File: src/rtl/ztl_pkg.sv
// Package with shared types and constants of the zone toggle link controller.
package ztl_pkg;

    localparam int ZONES      = 5;
    localparam int REPLY_LEN  = 9;
    localparam int TABLE_ROWS = 20;

    // Channel commands.
    typedef enum logic [1:0] {
        CMD_START = 2'd0,
        CMD_RX    = 2'd1,
        CMD_ZONE  = 2'd2,
        CMD_TICK  = 2'd3
    } cmd_t;

    // Result kinds.
    typedef enum logic [1:0] {
        KIND_TX      = 2'd0,
        KIND_MASK    = 2'd1,
        KIND_CONFIRM = 2'd2
    } kind_t;

    // Configuration register indexes.
    localparam logic [2:0] REG_PREFIX  = 3'd0;
    localparam logic [2:0] REG_CODES   = 3'd1;
    localparam logic [2:0] REG_START   = 3'd2;
    localparam logic [2:0] REG_SAVED   = 3'd3;
    localparam logic [2:0] REG_TIMEOUT = 3'd4;
    localparam logic [2:0] REG_RETRY   = 3'd5;

    typedef struct packed {
        logic [1:0] command;
        logic [7:0] rx_byte;
        logic [2:0] zone;
        logic       want_on;
    } in_beat_t;

    typedef struct packed {
        logic [1:0] kind;
        logic [7:0] tx_byte;
        logic [4:0] active_zones;
        logic [2:0] confirm_zone;
        logic       confirm_on;
        logic       last;
    } out_beat_t;

    typedef struct packed {
        logic       known;
        logic [4:0] mask;
    } match_t;

    typedef logic [REPLY_LEN*8-1:0] frame_t;

    // Reply patterns, first byte in bits 7:0.
    localparam frame_t ROW_PAT [TABLE_ROWS] = '{
        72'hF9D0002000002008FF, 72'hF0D0202000004008FF, 72'hF8D0202010204008FF,
        72'hFAD0081081404008FF, 72'hFAD0002010004008FF, 72'hFAD0002800204008FF,
        72'hFAD0202810004008FF, 72'hF4D0281081004008FF, 72'hF8D0202010004008FF,
        72'hF8D0002800004008FF, 72'hF8D0082000004008FF, 72'hFAD0202000000008FF,
        72'hF8D0002000200008FF, 72'hFAD0200081000008FF, 72'hF8D0082010000008FF,
        72'hFAD0002000000008FF, 72'hF8D0082800000008FF, 72'hF4D0082000000008FF,
        72'hF8D0002010000008FF, 72'h17050403020100_08FF
    };
    localparam logic [4:0] ROW_MASK [TABLE_ROWS] = '{
        5'h01, 5'h03, 5'h0F, 5'h1F, 5'h07, 5'h0B, 5'h0D, 5'h19, 5'h05, 5'h09,
        5'h11, 5'h02, 5'h0A, 5'h04, 5'h14, 5'h08, 5'h18, 5'h10, 5'h00, 5'h00
    };
    localparam logic [TABLE_ROWS-1:0] ROW_KNOWN = 20'h3FFFF;

    // First matching row decides; unknown when no row matches.
    function automatic match_t lookup(input frame_t f);
        match_t m;
        logic   hit;
        m   = '0;
        hit = 1'b0;
        for (int i = 0; i < TABLE_ROWS; i++) begin
            if (!hit && f == ROW_PAT[i]) begin
                hit     = 1'b1;
                m.known = ROW_KNOWN[i];
                m.mask  = ROW_MASK[i];
            end
        end
        return m;
    endfunction

endpackage

File: src/rtl/ztl_if.sv
// Valid/ready channel interface carrying one payload beat.
interface ztl_if #(parameter type payload_t = logic) (input logic clk);
    logic     valid;
    logic     ready;
    payload_t payload;
    modport source (output valid, output payload, input ready);
    modport sink (input valid, input payload, output ready);
endinterface

File: src/rtl/ztl_core.sv
// Controller state and per-item result computation.
module ztl_core
    import ztl_pkg::*;
#(
    parameter int RING_DEPTH = 5
) (
    input  logic          clk,
    input  logic          rst_n,
    input  logic          cfg_we,
    input  logic [2:0]    cfg_index,
    input  logic [39:0]   cfg_data,
    input  logic          step,
    input  in_beat_t      item,
    input  match_t        match,
    output logic [7:0]    reply_start,
    output logic [3:0]    reply_count,
    output logic [1:0]    res_n,
    output out_beat_t     res [3]
);

    localparam int RW = (RING_DEPTH > 1) ? $clog2(RING_DEPTH) : 1;
    localparam int CW = $clog2(RING_DEPTH + 1);

    typedef enum logic [1:0] {
        M_IDLE  = 2'd0,
        M_START = 2'd1,
        M_WAIT  = 2'd2
    } mode_t;

    logic [7:0]  prefix_reg, start_reg;
    logic [39:0] codes_reg;
    logic [4:0]  saved_reg, cur_reg, cur_next;
    logic [15:0] tmo_reg, ticks_reg, ticks_next;
    logic [3:0]  rlim_reg, retr_reg, retr_next, rcnt_reg, rcnt_next;
    mode_t       mode_reg, mode_next;
    logic [2:0]  ring_reg [RING_DEPTH];
    logic [2:0]  ring_next [RING_DEPTH];
    logic [RW-1:0] head_reg, head_next, tail_reg, tail_next;
    logic [CW-1:0] cnt_reg, cnt_next;
    logic [2:0]  act_reg, act_next;
    out_beat_t   r [3];
    logic [1:0]  n;

    assign reply_start = start_reg;
    assign reply_count = rcnt_reg;

    // Next-state and result logic for one item.
    always_comb
    begin
        logic [2:0] z;
        logic       frame_done;
        mode_next = mode_reg; cur_next = cur_reg; ticks_next = ticks_reg;
        retr_next = retr_reg; rcnt_next = rcnt_reg; head_next = head_reg;
        tail_next = tail_reg; cnt_next = cnt_reg; act_next = act_reg;
        ring_next = ring_reg;
        n = 2'd0;
        z = 3'd0;
        frame_done = 1'b0;
        for (int k = 0; k < 3; k++) r[k] = '0;
        case (item.command)
            CMD_START:
            begin
                cur_next = saved_reg;
                r[0].kind = KIND_MASK; r[0].active_zones = saved_reg;
                r[1].tx_byte = prefix_reg; r[2].tx_byte = codes_reg[7:0];
                n = 2'd3; mode_next = M_START; act_next = 3'd0; ticks_next = '0;
            end
            CMD_RX:
            begin
                if (rcnt_reg != 4'd0 || item.rx_byte == start_reg) begin
                    if (rcnt_reg == 4'(REPLY_LEN - 1)) begin
                        frame_done = 1'b1;
                        rcnt_next = '0;
                    end else begin
                        rcnt_next = rcnt_reg + 4'd1;
                    end
                end
            end
            CMD_ZONE:
            begin
                if (item.zone < 3'(ZONES)) begin
                    if (cur_reg[item.zone] == item.want_on) begin
                        r[0].kind = KIND_CONFIRM; r[0].confirm_zone = item.zone;
                        r[0].confirm_on = item.want_on; n = 2'd1;
                    end else if (cnt_reg < CW'(RING_DEPTH)) begin
                        ring_next[tail_reg] = item.zone;
                        tail_next = (tail_reg == RW'(RING_DEPTH - 1)) ? '0 : tail_reg + 1'b1;
                        cnt_next = cnt_reg + 1'b1;
                    end
                end
            end
            default:
            begin
                if (mode_reg != M_IDLE) begin
                    if (ticks_reg != 16'hFFFF) ticks_next = ticks_reg + 16'd1;
                    if (ticks_next >= tmo_reg) begin
                        if (retr_reg < rlim_reg) begin
                            retr_next = retr_reg + 4'd1;
                            r[0].tx_byte = prefix_reg;
                            r[1].tx_byte = codes_reg[8*act_reg +: 8];
                            n = 2'd2; ticks_next = '0;
                        end else begin
                            mode_next = M_IDLE; retr_next = '0;
                        end
                    end
                end
            end
        endcase

        // Completed reply frame.
        if (frame_done) begin
            if (mode_reg == M_START) begin
                retr_next = '0; mode_next = M_IDLE;
                r[0].kind = KIND_MASK; n = 2'd1;
                if (match.known) begin
                    cur_next = match.mask; r[0].active_zones = match.mask;
                    for (int i = 0; i < ZONES; i++) begin
                        if ((match.mask[i] ^ saved_reg[i]) && cnt_next < CW'(RING_DEPTH)) begin
                            ring_next[tail_next] = 3'(i);
                            tail_next = (tail_next == RW'(RING_DEPTH - 1)) ? '0
                                                                        : tail_next + 1'b1;
                            cnt_next = cnt_next + 1'b1;
                        end
                    end
                end else begin
                    cur_next = saved_reg; r[0].active_zones = saved_reg;
                end
            end else begin
                if (match.known) begin
                    cur_next = match.mask;
                    r[0].kind = KIND_MASK; r[0].active_zones = match.mask; n = 2'd1;
                end
                if (mode_reg == M_WAIT) begin
                    retr_next = '0; mode_next = M_IDLE;
                end
            end
        end

        // Dispatch the next queued toggle when the controller went idle.
        if (mode_next == M_IDLE && item.command != CMD_START
            && !(item.command == CMD_ZONE && mode_reg != M_IDLE)
            && !(item.command == CMD_RX && !(frame_done && mode_reg != M_IDLE))
            && !(item.command == CMD_TICK && mode_reg == M_IDLE)) begin
            if (cnt_next != '0) begin
                z = ring_next[head_next];
                head_next = (head_next == RW'(RING_DEPTH - 1)) ? '0 : head_next + 1'b1;
                cnt_next = cnt_next - 1'b1;
                mode_next = M_WAIT; retr_next = '0;
                if (z < 3'(ZONES)) begin
                    r[n].tx_byte = prefix_reg;
                    r[n + 2'd1].tx_byte = codes_reg[8*z +: 8];
                    n = n + 2'd2; act_next = z; ticks_next = '0;
                end
            end
        end
        if (n != 2'd0) r[n - 2'd1].last = 1'b1;
    end

    assign res_n = n;
    assign res = r;

    // Configuration registers.
    always_ff @(posedge clk or negedge rst_n)
    begin
        if (!rst_n) begin
            prefix_reg <= '0; codes_reg <= '0; start_reg <= 8'hFF;
            saved_reg <= '0; tmo_reg <= 16'd500; rlim_reg <= 4'd3;
        end else if (cfg_we) begin
            case (cfg_index)
                REG_PREFIX:  prefix_reg <= cfg_data[7:0];
                REG_CODES:   codes_reg <= cfg_data;
                REG_START:   start_reg <= cfg_data[7:0];
                REG_SAVED:   saved_reg <= cfg_data[4:0];
                REG_TIMEOUT: tmo_reg <= cfg_data[15:0];
                REG_RETRY:   rlim_reg <= cfg_data[3:0];
                default:     ;
            endcase
        end
    end

    // Controller state.
    always_ff @(posedge clk or negedge rst_n)
    begin
        if (!rst_n) begin
            mode_reg <= M_IDLE; cur_reg <= '0; ticks_reg <= '0; retr_reg <= '0;
            rcnt_reg <= '0; head_reg <= '0; tail_reg <= '0; cnt_reg <= '0;
            act_reg <= '0;
        end else if (step) begin
            mode_reg <= mode_next; cur_reg <= cur_next; ticks_reg <= ticks_next;
            retr_reg <= retr_next; rcnt_reg <= rcnt_next; head_reg <= head_next;
            tail_reg <= tail_next; cnt_reg <= cnt_next; act_reg <= act_next;
        end
    end

    // Toggle ring storage.
    always_ff @(posedge clk)
    begin
        if (step) ring_reg <= ring_next;
    end

endmodule

File: src/rtl/ztl_framer.sv
// Reply byte buffer and table match.
module ztl_framer
    import ztl_pkg::*;
(
    input  logic       clk,
    input  logic       capture,
    input  logic [3:0] index,
    input  logic [7:0] rx_byte,
    output match_t     match
);

    logic [7:0] buf_reg [REPLY_LEN-1];
    frame_t     frame;

    // Bytes one to eight are stored; the ninth comes straight from the input.
    always_ff @(posedge clk)
    begin
        if (capture && index < 4'(REPLY_LEN - 1)) buf_reg[index[2:0]] <= rx_byte;
    end

    always_comb
    begin
        for (int i = 0; i < REPLY_LEN - 1; i++) frame[8*i +: 8] = buf_reg[i];
        frame[8*(REPLY_LEN-1) +: 8] = rx_byte;
    end

    assign match = lookup(frame);

endmodule

File: src/rtl/zone_toggle_link_controller.sv
// Top level of the zone toggle link controller.
// The block accepts one command beat on in_ch (start, received byte, zone
// request or tick) and produces up to three result beats on out_ch, the
// final one flagged by last. Configuration registers are written through
// cfg_we, cfg_index and cfg_data; the user must write them only while the
// block is idle; the block does not enforce this. An accepted beat is decoded
// combinationally; its results are loaded into a three-entry result
// register and leave one per cycle while the receiver is ready, so the
// first result appears in the cycle after acceptance. The next input beat
// is taken in the cycle the final result of the previous one is taken.
// Reset clears the controller state and loads register defaults; the reply
// buffer and toggle ring hold no reset value. When the receiver stalls,
// the pending result holds and input ready stays low until it drains.
module zone_toggle_link_controller
    import ztl_pkg::*;
#(
    parameter int RING_DEPTH = 5
) (
    input  logic        clk,
    input  logic        rst_n,
    input  logic        cfg_we,
    input  logic [2:0]  cfg_index,
    input  logic [39:0] cfg_data,
    ztl_if.sink         in_ch,
    ztl_if.source       out_ch
);

    out_beat_t  q_reg [3];
    logic [1:0] qn_reg, rd_reg;
    logic       step;
    logic [1:0] res_n;
    out_beat_t  res [3];
    match_t     match;
    logic [7:0] reply_start;
    logic [3:0] reply_count;
    in_beat_t   item;

    assign item = in_ch.payload;
    assign in_ch.ready = (qn_reg == 2'd0)
        || (out_ch.ready && rd_reg == qn_reg - 2'd1);
    assign step = in_ch.valid && in_ch.ready;

    ztl_framer u_framer (
        .clk     (clk),
        .capture (step && item.command == CMD_RX
                  && (reply_count != 4'd0 || item.rx_byte == reply_start)),
        .index   (reply_count),
        .rx_byte (item.rx_byte),
        .match   (match)
    );

    ztl_core #(.RING_DEPTH(RING_DEPTH)) u_core (
        .clk (clk), .rst_n (rst_n), .cfg_we (cfg_we), .cfg_index (cfg_index),
        .cfg_data (cfg_data), .step (step), .item (item), .match (match),
        .reply_start (reply_start), .reply_count (reply_count),
        .res_n (res_n), .res (res)
    );

    // Result queue: loaded per item, drained one beat per cycle on ready.
    always_ff @(posedge clk or negedge rst_n)
    begin
        if (!rst_n) begin
            qn_reg <= '0;
            rd_reg <= '0;
        end else if (step) begin
            qn_reg <= res_n;
            rd_reg <= '0;
        end else if (out_ch.valid && out_ch.ready) begin
            if (rd_reg == qn_reg - 2'd1) begin
                qn_reg <= '0;
                rd_reg <= '0;
            end else begin
                rd_reg <= rd_reg + 2'd1;
            end
        end
    end

    always_ff @(posedge clk)
    begin
        if (step) q_reg <= res;
    end

    assign out_ch.valid = (qn_reg != 2'd0);
    assign out_ch.payload = q_reg[rd_reg];

    // The read pointer stays within the loaded results.
    assert property (@(posedge clk) disable iff (!rst_n)
        out_ch.valid |-> rd_reg < qn_reg) else $error("read past results");
    // Only the final queued beat carries last.
    assert property (@(posedge clk) disable iff (!rst_n)
        out_ch.valid |-> (out_ch.payload.last == (rd_reg == qn_reg - 2'd1)))
        else $error("last misplaced");
    // Reply count never reaches the frame length.
    assert property (@(posedge clk) disable iff (!rst_n)
        reply_count < 4'(REPLY_LEN)) else $error("reply count overflow");

endmodule

File: src/flat_wrapper.sv
// flat-port wrapper written by rule: the top's interface ports become plain ports
module zone_toggle_link_controller_flat import ztl_pkg::*;
#(
    parameter int RING_DEPTH = 5
)
  (clk, rst_n, cfg_we, cfg_index, cfg_data, in_ch_valid, in_ch_payload, in_ch_ready, out_ch_valid, out_ch_payload, out_ch_ready);
  ztl_if #(.payload_t(in_beat_t)) in_ch_i (.clk(clk));
  ztl_if #(.payload_t(out_beat_t)) out_ch_i (.clk(clk));
  input  logic clk;
  input  logic rst_n;
  input  logic cfg_we;
  input  logic [2:0] cfg_index;
  input  logic [39:0] cfg_data;
  input wire logic [$bits(in_ch_i.valid)-1:0] in_ch_valid;
  input wire logic [$bits(in_ch_i.payload)-1:0] in_ch_payload;
  output wire logic [$bits(in_ch_i.ready)-1:0] in_ch_ready;
  output wire logic [$bits(out_ch_i.valid)-1:0] out_ch_valid;
  output wire logic [$bits(out_ch_i.payload)-1:0] out_ch_payload;
  input wire logic [$bits(out_ch_i.ready)-1:0] out_ch_ready;
  assign in_ch_i.valid = in_ch_valid;
  assign in_ch_i.payload = in_ch_payload;
  assign in_ch_ready = in_ch_i.ready;
  assign out_ch_valid = out_ch_i.valid;
  assign out_ch_payload = out_ch_i.payload;
  assign out_ch_i.ready = out_ch_ready;
  zone_toggle_link_controller #(.RING_DEPTH(RING_DEPTH)) u_core (.clk(clk), .rst_n(rst_n), .cfg_we(cfg_we), .cfg_index(cfg_index), .cfg_data(cfg_data), .in_ch(in_ch_i), .out_ch(out_ch_i));
endmodule
File: config.mk
export PLATFORM = sky130hd
export DESIGN_NAME = zone_toggle_link_controller_flat
export DESIGN_NICKNAME = d
export VERILOG_FILES = /design/src/rtl/ztl_pkg.sv /design/src/rtl/ztl_if.sv /design/src/rtl/ztl_core.sv /design/src/rtl/ztl_framer.sv /design/src/rtl/zone_toggle_link_controller.sv /design/src/flat_wrapper.sv
export SDC_FILE = /design/constraint.sdc
export NUM_CORES = 1
export LEC_CHECK = 0
export ABC_AREA = 0
export BUFFER_PORTS_ARGS = -buffer_cell sky130_fd_sc_hd__buf_2
export CELL_PAD_IN_SITES_DETAIL_PLACEMENT = 0
export CELL_PAD_IN_SITES_GLOBAL_PLACEMENT = 1
export CORE_ASPECT_RATIO = 0.75
export CORE_MARGIN = 2
export CORE_UTILIZATION = 45
export DETAILED_ROUTE_END_ITERATION = 7
export HOLD_SLACK_MARGIN = 0.12
export PLACE_DENSITY = 0.84
export SYNTH_ARGS = -nofsm -noshare
export SYNTH_HDL_FRONTEND = slang
export SYNTH_SLANG_ARGS = --single-unit
File: constraint.sdc
create_clock -name clk -period 9.3 [get_ports clk]
set_input_delay 0.93 -clock clk [delete_from_list [all_inputs] [get_ports clk]]
set_output_delay 0.93 -clock clk [all_outputs]
set_load 0.005 [all_outputs]
# Word-level counts from Yosys, hierarchy flattened
# Memory sizes are Yosys's and may differ from the RTL's.
# Index checks and enable logic that the tools add are counted.
[classes] n_reduce_logical=96 n_lt_le_gt_ge=32 n_eq_ne=42 shift=2 addsub=22 n_div=0 n_bitwise=30 muxes=237 multipliers=0
[op_table] cell="$eq A72 B72 Y1 const B" n=19
[op_table] cell="$mux W15" n=24
[op_table] cell="$mux W60" n=4
[op_table] cell="$mux W3" n=69
[op_table] cell="$bwmux W60" n=3
[op_table] cell="$mux W16" n=9
[op_table] cell="$demux W20 S2" n=3
[op_table] cell="$mux W6" n=20
[op_table] cell="$shiftx A40 B7 Y8" n=2
[op_table] cell="$eq A72 B69 Y1 const B" n=1
[op_table] cell="$mux W8" n=8
[op_table] cell="$mux W2" n=28
[op_table] cell="$demux W3 S3" n=6
[op_table] cell="$mux W4" n=13
[op_table] cell="$logic_and A1 B1 Y1" n=47
[op_table] cell="$mux W5" n=9
[op_table] cell="$bmux W20 S2" n=1
[op_table] cell="$mux W20" n=2
[op_table] cell="$add A3 B1 Y3 const B" n=13
[op_table] cell="$mux W18" n=2
[op_table] cell="$pmux W16 S2" n=1
[op_table] cell="$and A10 B10 Y10" n=3
[op_table] cell="$not A10 Y10" n=3
[op_table] cell="$ge A4 B4 Y1 const B" n=7
[op_table] cell="51 further kinds" n=164
[word_totals] memories=1 latch_bits=0 ramBits=64 out_inout_bits=22 register_bits=203 word_cells=502 rom_bits=0 inputBits=62
[memory_table] memory="u_core.u_framer.buf_reg" depth=8 word_bits=8 rd=8 rd_clocked_by_memory_dff=0 wr=1 line_no="ztl_framer.sv:12" rtl="logic [7:0] buf_reg [REPLY_LEN-1];"

# Logic depth before layout (Yosys ltp)
# An unclocked memory read counts as a cell.
[logic_depth] word_depth=110 mapped_depth=39

# Hierarchy
# Synthesis repeated with hierarchy kept, for this count alone.
[unflattened] hier_cells=1621 area_unflattened_um2=16683.5
[modules_own_cells] module="ztl_core" instances=1 area_each_um2=11240.8 cells_per_inst=1244 seq_area_each_um2=3573.4
[modules_own_cells] module="ztl_framer" instances=1 area_each_um2=2860.2 cells_per_inst=205 seq_area_each_um2=1921.8
[modules_own_cells] module="zone_toggle_link_controller" instances=1 area_each_um2=2582.5 cells_per_inst=172 seq_area_each_um2=1901.8

# Worst setup path after synthesis
# OpenSTA, ideal clock, no wires.
[synth_timing] path_type="input to register" from="input in_ch_payload[1]" to="register u_core.q_reg[32] (netlist bit), data pin" arrival_time_ns=8.190 setup_time_ns=0.265 path_slack_ns=0.845 cell_stages=30 cell_sequence="mux2_2 -> or4_1 -> and4_1 -> clkbuf_1 -> nand2_1 -> mux2i_1 -> ha_1 -> nand3b_1 -> a21oi_1 -> a2111oi_0 -> mux2i_4 -> ha_1 -> a2111oi_4 -> nor2_2 -> ha_1 -> mux2i_4 -> inv_2 -> ha_1 -> buf_4 -> or3_1 -> o211ai_1 -> a221oi_1 -> o32ai_1 -> nor3b_1 -> nor3_1 -> o311ai_4 -> buf_2 -> mux2_2 -> a221oi_1 -> nand3_1"
[synth_rtl] item="start, declared" line_no="flat_wrapper.sv:15" rtl="input wire logic [$bits(in_ch_i.payload)-1:0] in_ch_payload;"
[synth_rtl] item="end signal, assigned" line_no="zone_toggle_link_controller.sv:80" rtl="if (step) q_reg <= res;"
[synth_rtl] item="end, declared" line_no="zone_toggle_link_controller.sv:28" rtl="out_beat_t q_reg [3];"

==> impl_metrics.json <==
{
  "setup.worst_path.class": "in2reg",
  "rsz0062_at_grt": "false",
  "reg2reg_slack_ns": 0.80,
  "tritoncts_num_sinks": 245,
  "area.sequential_sq_um": 6736,
  "period_minus_slack_ns": 8.703,
  "fmax_ghz": 0.1149,
  "leak_uw": 0.006945,
  "synth_compound_gate_area_share_pct": 17.31,
  "dr_total_vias": 13860,
  "stdcell_area_sq_um": 18000,
  "multi_input_comb_area_sq_um": 8866,
  "cts.root.buffer_cell": "sky130_fd_sc_hd__clkbuf_16",
  "ratio_of_cells_with_drive_above_1_in_the_final_layout_pct": 18.85,
  "met2WireLength_mm": 19.15,
  "drt-wirelength-per-cell_um": 20.56,
  "cts_tree": "done",
  "count_of_distinct_cell_types_in_the_synthesized_netlist": 104,
  "layout_commonest_cell": "sky130_fd_sc_hd__nand2_1",
  "area.growth.synth_to_final_pct": 11.01,
  "cts.path.max_buffers": 3,
  "maxCapViolations": 0,
  "timing_hold_violations_final": 0,
  "grt_first_pass_wirelength_mm": 73.33,
  "p_per_area_nw_per_um2": 275.5,
  "total_power_uw": 4959,
  "result_of_the_run": "finished, final reports clean",
  "final.fill_count": 3228,
  "num_rows": 60,
  "wl_met1_mm": 22.55,
  "arrival_ns": 8.95,
  "gr-total-overflow": 0,
  "yosys_warning_total": 0,
  "drt_pass1_iterations": 5,
  "placement.io_buffers": 83,
  "postRouteAntennaNets": 0,
  "post_synth_fa_ha_maj_area_fraction_pct": 3.858,
  "synthXorXnorAreaFrac_pct": 2.052,
  "die-height_um": 168.4,
  "layout.cells.most_common_list": "sky130_fd_sc_hd__nand2_1 (163), sky130_fd_sc_hd__nor2_1 (121), sky130_fd_sc_hd__edfxtp_1 (117)",
  "slew_viol_final": 0,
  "hpwlAfterDp_mm": 34.81,
  "grt_pass1_vias": 12900,
  "crit_path_max_fanout": 14,
  "dieArea_sq_um": 37580,
  "worst_setup_path_start_kind": "input port",
  "detail_route.wirelength_mm": 46.31,
  "io_pins": 84,
  "timing.critical_path.slowest_cell_delay_ns": 0.62,
  "clock_insertion_delay_worst_skew_ns": 0.54,
  "gp_routability_congestion": 0.9490,
  "detailed_place.area_sq_um": 17230,
  "area_of_the_mapped_netlist_sq_um": 16220,
  "grt_usage_pct": 24.46,
  "tns_ns": 0,
  "largest_family_of_logic_cells_by_synthesized_area": "simple AND/OR/NAND/NOR gates",
  "regToRegEndpoint": "u_core.q_reg[12]",
  "grt_start_max_net_pins": 77,
  "mux_share_of_post_synthesis_cell_area_pct": 9.336,
  "syn_area_per_cell_sq_um": 9.572,
  "cts_inserted_buffers": 25,
  "core_area_sq_um": 35660,
  "setup-violations-final": 0,
  "max-slew-margin-rel_pct": 20.10,
  "initial_antenna_violation_count": 3,
  "post-cts-setup-buffer-count": 0,
  "crit_required_ns": 9.55,
  "vdd.ir_drop.worst_v": 0.0001588,
  "drt_first_iter_violations": 1614,
  "hold_slack_final_ns": 0.3495,
  "endpoint_kind": "flip-flop",
  "reg2regPathDepth": 32,
  "min_period_over_period_pct": 93.59,
  "post_synth_and_or_nand_nor_area_fraction_pct": 21.95,
  "clkTransAtPathRegs_ns": 0.06,
  "met3RoutedLength_mm": 4.002,
  "finalCoreUtilization_pct": 50.48,
  "cts-htree-levels": 1,
  "initial_utilization_pct": 45.47,
  "synth-async-reset-ratio_pct": 52.24,
  "largest_register_ffs": 64,
  "critPathSlowestCell": "sky130_fd_sc_hd__a2111oi_1",
  "synth.ff_latch_count": 245,
  "antennaDiodeCount": 0,
  "clock_skew_ns": 0.01323,
  "hold_path.class": "in2async",
  "detail_route.drc_violations": 0,
  "synth-edff-count": 117,
  "viasPerCell": 6.151,
  "ys_seq_area_share_pct": 41.54,
  "crit-reg2reg-launch": "u_core.u_framer.buf_reg[4][1]",
  "synth.net_count": 1806,
  "finalNetCount": 1882,
  "top_layer": "met5",
  "netlist_instances": 1694,
  "tightestPinTransition_ns": 1.189,
  "ys_dominant_reg_cell": "sky130_fd_sc_hd__edfxtp_1",
  "dieWidth_um": 223.2
}
-- worst max-delay path by stage --
stage | cells past startpoint | to | startpoint | slack (ns)
after floorplan | 30 | u_core.q_reg[32] | in_ch_payload[1] | 0.85
after global placement | 33 | u_core.q_reg[32] | in_ch_payload[1] | 0.31
after detailed placement | 33 | u_core.q_reg[32] | in_ch_payload[1] | 0.04
after CTS | 33 | u_core.q_reg[32] | in_ch_payload[1] | 0.58
after global routing | 32 | u_core.q_reg[12] | u_core.u_framer.buf_reg[4][1] | 0.04
final | 33 | u_core.q_reg[10] | in_ch_payload[1] | 0.60
-- through the flow --
step / cells / worst slack, ns
floorplan: 1694 / 0.8450
global placement: 2208 / 0.3119
detailed placement: 2208 / 0.04500
CTS: 2253 / 0.5771
global route: 2253 / 0.04497
finish: 2253 / 0.5966
-- power by group --
part / internal, uW / switching [uW] / total, uW
sequential: 1380 / 216 / 1600
combinational: 945 / 1470 / 2420
clock: 512 / 433 / 945
-- cell families after synthesis --
kind of cell | after synthesis
AND/OR/NAND/NOR | 661
AO/OA/AOI/OAI | 410
flip-flops | 245
buffers and inverters | 161
multiplexers | 129
adder cells (fa/ha/maj) | 50
XOR/XNOR | 38
-- cell usage after synthesis (10+ instances only) --
cell | n | share of area, %
sky130_fd_sc_hd__nand2_1 | 163 | 3.8
sky130_fd_sc_hd__nor2_1 | 121 | 2.8
sky130_fd_sc_hd__edfxtp_1 | 117 | 22
sky130_fd_sc_hd__dfrtp_1 | 112 | 17
sky130_fd_sc_hd__o21ai_0 | 100 | 3.1
sky130_fd_sc_hd__inv_1 | 80 | 1.9
sky130_fd_sc_hd__a21oi_1 | 78 | 2.4
sky130_fd_sc_hd__mux2_2 | 78 | 5.4
sky130_fd_sc_hd__nand3_1 | 75 | 2.3
sky130_fd_sc_hd__clkbuf_1 | 54 | 1.2
sky130_fd_sc_hd__ha_1 | 50 | 3.9
sky130_fd_sc_hd__and2_1 | 44 | 1.7
sky130_fd_sc_hd__mux2i_1 | 41 | 2.5
sky130_fd_sc_hd__nor3_1 | 40 | 1.2
sky130_fd_sc_hd__nor4_1 | 32 | 1.2
sky130_fd_sc_hd__nand4_1 | 31 | 1.2
sky130_fd_sc_hd__xnor2_1 | 30 | 1.6
sky130_fd_sc_hd__o211ai_1 | 29 | 1.3
sky130_fd_sc_hd__nor2b_1 | 19 | 0.73
sky130_fd_sc_hd__o21ai_1 | 18 | 0.56
sky130_fd_sc_hd__and3_1 | 17 | 0.66
sky130_fd_sc_hd__or3_1 | 17 | 0.66
sky130_fd_sc_hd__a211oi_1 | 16 | 0.74
sky130_fd_sc_hd__a21o_1 | 16 | 0.74
sky130_fd_sc_hd__dfstp_2 | 16 | 2.6
sky130_fd_sc_hd__nand2b_1 | 14 | 0.54
sky130_fd_sc_hd__o31ai_1 | 12 | 0.56
sky130_fd_sc_hd__or4_1 | 12 | 0.56
sky130_fd_sc_hd__a22o_1 | 11 | 0.59
sky130_fd_sc_hd__o22ai_1 | 11 | 0.42
sky130_fd_sc_hd__a22oi_1 | 10 | 0.46
sky130_fd_sc_hd__buf_2 | 10 | 0.31
-- final cells by class --
| class | instances | area share, % |
|---|---|---|
| multi-input combinational | 1288 | 49.25 |
| sequential | 245 | 37.42 |
| timing repair buffer | 124 | 4.122 |
| clock buffer | 31 | 3.712 |
| tap | 465 | 3.232 |
| inverter | 86 | 1.793 |
| clock inverter | 14 | 0.4657 |
-- critical path: cells and delay by family --
| kind | cells | cell delay, ns |
|---|---|---|
| AND/OR/NAND/NOR | 10 | 1.92 |
| adder cells (fa/ha/maj) | 3 | 0.89 |
| buffers and inverters | 5 | 0.91 |
| AO/OA/AOI/OAI | 10 | 2.78 |
| multiplexers | 5 | 1.49 |
-- metal layers --
metal	up-vias	track usage, %
met4	4	3.793
li1	6509	-
met3	57	4.328
met1	6686	38.76
met5	-	0
met2	603	35.01
-- repair_timing --
action                                  in CTS  in global routing
endpoints found under the setup margin       0                 23
hold buffers                                 0                  0
gates resized for setup                      0                  3
Note: power is estimated with default switching activity, not from simulation.
